<file path="config.mk">
export PLATFORM = sky130hd
export DESIGN_NAME = fba_word_unit
export DESIGN_NICKNAME = d
export VERILOG_FILES = /design/src/hdl/fba_pkg.sv /design/src/hdl/fba_word_unit.sv
export SDC_FILE = /design/constraint.sdc
export NUM_CORES = 1
export LEC_CHECK = 0
export BUFFER_PORTS_ARGS = -buffer_cell sky130_fd_sc_hd__buf_2
export CAP_MARGIN = 20
export CELL_PAD_IN_SITES_DETAIL_PLACEMENT = 1
export CELL_PAD_IN_SITES_GLOBAL_PLACEMENT = 1
export CORE_MARGIN = 1
export CORE_UTILIZATION = 34
export DETAILED_ROUTE_END_ITERATION = 12
export GPL_TIMING_DRIVEN = 0
export PLACE_DENSITY_LB_ADDON = 0.3
export SYNTH_ARGS = -nofsm -noshare
export SYNTH_HDL_FRONTEND = slang
export SYNTH_SLANG_ARGS = --single-unit
export TNS_END_PERCENT = 30
</file>
<file path="constraint.sdc">
create_clock -name vclk -period 8.3
set_clock_uncertainty 0.2 [all_clocks]
set_input_delay 0.83 -clock vclk [all_inputs]
set_output_delay 0.83 -clock vclk [all_outputs]
set_load 0.02 [all_outputs]
</file>
<file path="src/hdl/fba_pkg.sv">
`timescale 1ns / 1ps
`default_nettype none

package fba_pkg;

    // frame geometry
    localparam int MAX_FRAMES = 65536;
    localparam int PAGE_BITS  = 12;
    localparam int FRAME_W    = $clog2(MAX_FRAMES);
    localparam int BOUND_W    = FRAME_W + 1;
    localparam int COUNT_W    = 17;

    // payload widths
    localparam int ADDR_W = 48;
    localparam int SPAN_W = ADDR_W + 1 - PAGE_BITS;

    // use map organization
    localparam int WORD_BITS  = 32;
    localparam int BIT_IDX_W  = $clog2(WORD_BITS);
    localparam int MAP_WORDS  = MAX_FRAMES / WORD_BITS;
    localparam int WORD_IDX_W = $clog2(MAP_WORDS);
    localparam int POP_W      = BIT_IDX_W + 1;
    localparam int LANE_W     = 8;
    localparam int LANES      = WORD_BITS / LANE_W;
    localparam int LANE_BIT_W = $clog2(LANE_W);
    localparam int LANE_IDX_W = $clog2(LANES);

    // request kinds
    localparam logic [1:0] KIND_ALLOC     = 2'd0;
    localparam logic [1:0] KIND_FREE      = 2'd1;
    localparam logic [1:0] KIND_MARK_FREE = 2'd2;
    localparam logic [1:0] KIND_MARK_USED = 2'd3;

    // result status codes
    localparam logic [1:0] ST_DONE         = 2'd0;
    localparam logic [1:0] ST_NO_FRAME     = 2'd1;
    localparam logic [1:0] ST_MISALIGNED   = 2'd2;
    localparam logic [1:0] ST_OUT_OF_RANGE = 2'd3;

    typedef struct packed {
        logic [1:0]        kind;
        logic [ADDR_W-1:0] byte_address;
        logic [ADDR_W-1:0] byte_length;
    } in_t;

    typedef struct packed {
        logic [1:0]         status;
        logic [ADDR_W-1:0]  frame_address;
        logic [COUNT_W-1:0] free_count;
    } out_t;

    // one word of work for the shared word unit
    typedef struct packed {
        logic [WORD_IDX_W-1:0] widx;
        logic [BOUND_W-1:0]    lo;
        logic [BOUND_W-1:0]    hi;
        logic                  set_bits;
    } word_req_t;

    typedef struct packed {
        logic                 found;
        logic [BIT_IDX_W-1:0] pos;
        logic [WORD_BITS-1:0] alloc_word;
        logic [WORD_BITS-1:0] mark_word;
        logic [POP_W-1:0]     delta;
    } word_res_t;

    typedef enum logic [2:0] {
        S_INIT,
        S_IDLE,
        S_SETUP,
        S_PLAN,
        S_READ,
        S_EVAL,
        S_FINISH,
        S_RESP
    } state_t;

endpackage

`default_nettype wire

</file>
<file path="src/hdl/fba_word_unit.sv">
`timescale 1ns / 1ps
`default_nettype none

module fba_word_unit (
    input  wire fba_pkg::word_req_t              req,
    input  wire logic [fba_pkg::WORD_BITS-1:0]   rdata,
    output fba_pkg::word_res_t                   res
);
    import fba_pkg::*;

    localparam int HI_IDX_W = BOUND_W - BIT_IDX_W;

    logic [HI_IDX_W-1:0]   w_ext;
    logic [HI_IDX_W-1:0]   lo_word;
    logic [HI_IDX_W-1:0]   hi_word;
    logic [WORD_BITS-1:0]  ones;
    logic [WORD_BITS-1:0]  mask_lo;
    logic [WORD_BITS-1:0]  mask_hi;
    logic [WORD_BITS-1:0]  win;
    logic [WORD_BITS-1:0]  cand;
    logic [WORD_BITS-1:0]  changed;
    logic [LANES-1:0]      lane_any;
    logic [LANE_BIT_W-1:0] lane_pos [LANES];
    logic                  found;
    logic [BIT_IDX_W-1:0]  pos;
    logic [POP_W-1:0]      pop;

    assign ones    = '1;
    assign w_ext   = {1'b0, req.widx};
    assign lo_word = req.lo[BOUND_W-1:BIT_IDX_W];
    assign hi_word = req.hi[BOUND_W-1:BIT_IDX_W];

    // window of frames of this word that lie in [lo, hi)
    always_comb begin
        if (lo_word < w_ext) begin
            mask_lo = ones;
        end else if (lo_word == w_ext) begin
            mask_lo = ones << req.lo[BIT_IDX_W-1:0];
        end else begin
            mask_lo = '0;
        end
        if (hi_word > w_ext) begin
            mask_hi = ones;
        end else if (hi_word == w_ext) begin
            mask_hi = (WORD_BITS'(1) << req.hi[BIT_IDX_W-1:0]) - WORD_BITS'(1);
        end else begin
            mask_hi = '0;
        end
    end

    assign win     = mask_lo & mask_hi;
    assign cand    = win & ~rdata;
    assign changed = req.set_bits ? cand : (win & rdata);

    // lowest free frame: per-lane search, then lowest lane
    always_comb begin
        for (int l = 0; l < LANES; l++) begin
            lane_any[l] = |cand[l*LANE_W +: LANE_W];
            lane_pos[l] = '0;
            for (int b = LANE_W - 1; b >= 0; b--) begin
                if (cand[l*LANE_W + b]) begin
                    lane_pos[l] = LANE_BIT_W'(b);
                end
            end
        end
        found = |lane_any;
        pos   = '0;
        for (int l = LANES - 1; l >= 0; l--) begin
            if (lane_any[l]) begin
                pos = {LANE_IDX_W'(l), lane_pos[l]};
            end
        end
    end

    always_comb begin
        pop = '0;
        for (int i = 0; i < WORD_BITS; i++) begin
            pop = pop + POP_W'(changed[i]);
        end
    end

    assign res.found      = found;
    assign res.pos        = pos;
    assign res.alloc_word = rdata | (WORD_BITS'(1) << pos);
    assign res.mark_word  = req.set_bits ? (rdata | win) : (rdata & ~win);
    assign res.delta      = pop;

endmodule

`default_nettype wire

</file>
Word level (Yosys, flattened, before mapping)
Index checks and enable logic that the tools add are counted.

Add/subtract/negate cells: 32. $lt $le $gt $ge: 2. Eq/ne operators: 2. Shifts and indexed selects: 3. Mux-type cells: 42. Bitwise gates (word level): 8. Reductions and logical operators: 5.

Operators by type and width (count): $mux 32 (6); $add 6x1->6 (26); $and 32x32->32 (4); $mux 3 (32); $not 32->32 (2); $or 32x32->32 (2); $shl 1x5->32 const A (2); $reduce_or 32->1 (1); $reduce_or 8->1 (4); $shl 32x5->32 const A (1); $sub 32x2->32 const B (1); $eq 12x11->1 (2); $mux 5 (4); $gt 12x11->1 (1); $lt 12x11->1 (1); $add 5x1->6 (1); $add 4x1->5 (1); $add 3x1->4 (1); $add 2x1->3 (1); $add 1x1->2 (1).

Bits in registers: 0. Output and inout port bits: 76. Logic and storage cells: 94.

Longest topological paths before layout
Depth in word-level cells: 38. Depth in mapped cells: 28.

Worst setup path before layout
Ideal clock, no wire load.

Path kind: input to output. Start: input port req[44] (netlist name). End: output port res[4] (netlist name). Data arrival time: 7.157 ns. Data required time: 7.270 ns. Setup slack: 0.113 ns. Stages: 28. Path buffers: 3. Cell sequence: inv_1 -> ha_1 -> and4b_1 -> buf_2 -> and2_1 -> a211o_1 -> buf_2 -> o21ai_1 -> nand2_1 -> clkbuf_1 -> a21oi_1 -> nand2_1 -> fa_1 -> fa_1 -> inv_1 -> fa_1 -> inv_1 -> fa_1 -> fa_1 -> fa_1 -> inv_1 -> ha_1 -> inv_1 -> fa_1 -> inv_1 -> a21o_1 -> a21oi_1 -> xnor2_1.

RTL lines: start: declaration (line fba_word_unit.sv:5) `input wire fba_pkg::word_req_t req,`; end: declaration (line fba_word_unit.sv:7) `output fba_pkg::word_res_t res`.

==> summary.txt <==
Status - finished, final reports clean
Setup Crit Path Kind - in -> out
Post-route ant nets - 0
Vias in the first global route - 6,129
Worst rel slew slack - 0.343
Final worst path period share - 0.998
Initial core utilization - 0.350
Slowest stage delay, CP - 0.58 ns
Top Ports - 154
Area delta synth->final - 34.6%
Die Y - 119 µm
Final Hold Violating Endpoints - 0
Detailed Route Iter0 Violations - 430
F_max - 0.121 GHz
Core Area - 13,300 µm²
Total track usage - 0.317
Pwr Density - 122 nW/µm²
Final HPWL DP - 19.0 mm
Crit. End Element - output port
Largest net degree at the start of global routing - 17
Ratio of cells with drive above 1 in the final layout - 0.391
Synthesized area per cell - 7.14 µm²
Syn Nets - 784
Max_cap viols - 0
CP max stage cell - fa_1
Wire per inst - 23.1 µm
Seq_cells - 0
Place WS - -0.794 ns
Tot Pwr - 0.000763 W
Worst IR drop on VDD - 90.9 µV
Syn Inst Count - 652
FF/Latch Area - 0 µm²
Crit path DAT - 7.25 ns
Fin nets - 967
Vias/cell - 6.07
Worst-Margin Slew - 0.985 ns
Finished Layout Cells - 1,009
Tmin final - 8.28 ns
Diodes inserted - 0
TritonRoute pass-1 iters - 5
Remaining global-route overflow - 0
Fin worst setup slack - 0.0198 ns
PortBufs - 153
Pleak - 2.93 nW
DRC violations left - 0
Initial antenna violation count - 0
Global-route wire length before repair - 35.1 mm
Via count - 6,124
Sequential area share after synthesis - 0
Crit Path Max Fanout - 10
Max-slew violation count - 0
CLK BUF - 0
Placed cell count - 981
CP Buf/Inv Count - 9
Die W - 119 µm
Synth cell types - 80
RSZ-0062 raised after global routing - true
Post-Syn Area - 4660 µm²
Final Setup Violations - 0
Required @ worst endpoint - 7.27 ns
Row cnt - 42
Gp weighted congestion - 1.03
Worst hold-check path type - in -> out
Crit-path leading delay family - adder cells
Routed WL - 23.3 mm
CP most frequent cell - fa_1
Element type at the critical path start - input port
Yosys Warn Count - 0
Die area - 14,200 µm²
## per-stage QoR
step / utilization / TNS (ns) / hold WS [ns] / instance area (µm²)
CTS: 0.449 / 0 / 1.86 / 5970
detailed placement: 0.425 / -3.24 / 1.86 / 5640
finish: 0.472 / 0 / 1.86 / 6270
global placement: 0.425 / -2.59 / 1.84 / 5640
global route: 0.472 / -0.407 / 1.88 / 6270
floorplan: - / 0 / 1.58 / 4660
## kinds of logic after synthesis
kind of cell	count (synthesis)	synth area share
muxes	27	0.0653
adders and majority gates	54	0.184
AOI/OAI and AO/OA	217	0.354
xor gates and xnor gates	36	0.0677
and+or+nand+nor	213	0.236
buffers and inverters	105	0.0935
## path summary, 6_finish.rpt
path              endpoint  cells past startpoint  slack, ns  startpoint
setup / recovery    res[4]                     27       0.02     req[43]
hold / removal     res[64]                      4       1.86   rdata[26]
## final cells by class
cell class                 count  area (µm²)
buffer                        38         263
fill                        1732        7020
inverter                      63         251
multi-input combinational    547        4510
tap                          176         220
timing repair buffer         185        1030
## placed cells by master, fill, tap and decap left out, drive strengths merged, types with 5 or more instances in the layout
master and count:
o211ai 15, fa 24, o22ai 6, a31oi 6, o21a 6, nor3 12
o32ai 6, and3 5, xnor2 9, or3 8, a21o 8, mux2 27
a211oi 6, o2111ai 7, nor2b 5, nor2 46, nand3 13, nand2b 22
xor2 27, or2 7, buf 204, clkbuf 19, nand2 66, ha 30
o41ai 12, o31ai 5, o221ai 7, a41o 16, nand4 6, inv 63
o21ai 42, a21oi 42
## cell usage after synthesis (6+ instances only)
cell type | number | area, µm²
a21oi_1 | 38 | 190
nand2_1 | 66 | 248
buf_2 | 13 | 65.1
a21o_1 | 8 | 60.1
a31oi_1 | 6 | 37.5
o2111ai_1 | 7 | 61.3
o41ai_2 | 7 | 114
fa_1 | 24 | 480
o22ai_1 | 6 | 37.5
inv_1 | 62 | 233
nand2b_1 | 21 | 131
o32ai_1 | 6 | 52.6
clkbuf_1 | 21 | 78.8
nand3_1 | 13 | 65.1
or2_2 | 6 | 37.5
o221ai_1 | 6 | 52.6
xnor2_1 | 9 | 78.8
nand4_1 | 6 | 37.5
o211ai_1 | 15 | 113
o21ai_0 | 38 | 190
xor2_1 | 27 | 236
ha_1 | 30 | 375
mux2_2 | 27 | 304
nor3_1 | 12 | 60.1
or3_1 | 8 | 50.1
a41o_1 | 16 | 160
nor2_1 | 44 | 165
## tightest hold or removal path, stage by stage
cell,delay (ns)
buf_2,0.14
inv_1,0.06
o41ai_2,0.05
buf_2,0.15
## timing repair
action                                  CTS  global route
setup buffers                            12            18
cloned                                    1             1
endpoints found under the setup margin    6             5
gates resized for setup                  58            44
pin swaps                                16            30
hold buffers                              0             0
## where the power goes
| group | switching [W] | leakage [nW] | internal (W) |
|---|---|---|---|
| Clock | 0 | 0 | 0 |
| Combinational | 0.000477 | 2.93 | 0.000287 |
| Sequential | 0 | 0 | 0 |
| Total | 0.000477 | 2.93 | 0.000287 |
## layer usage
metal / vias up / share of wire / GRT usage
li1: 2782 / - / -
met1: 3039 / 0.43 / 0.418
met2: 265 / 0.48 / 0.547
met3: 38 / 0.061 / 0.0359
met4: 0 / 0.024 / 0.0720
met5: - / 0 / 0
Power figures use the tool's default switching activity.
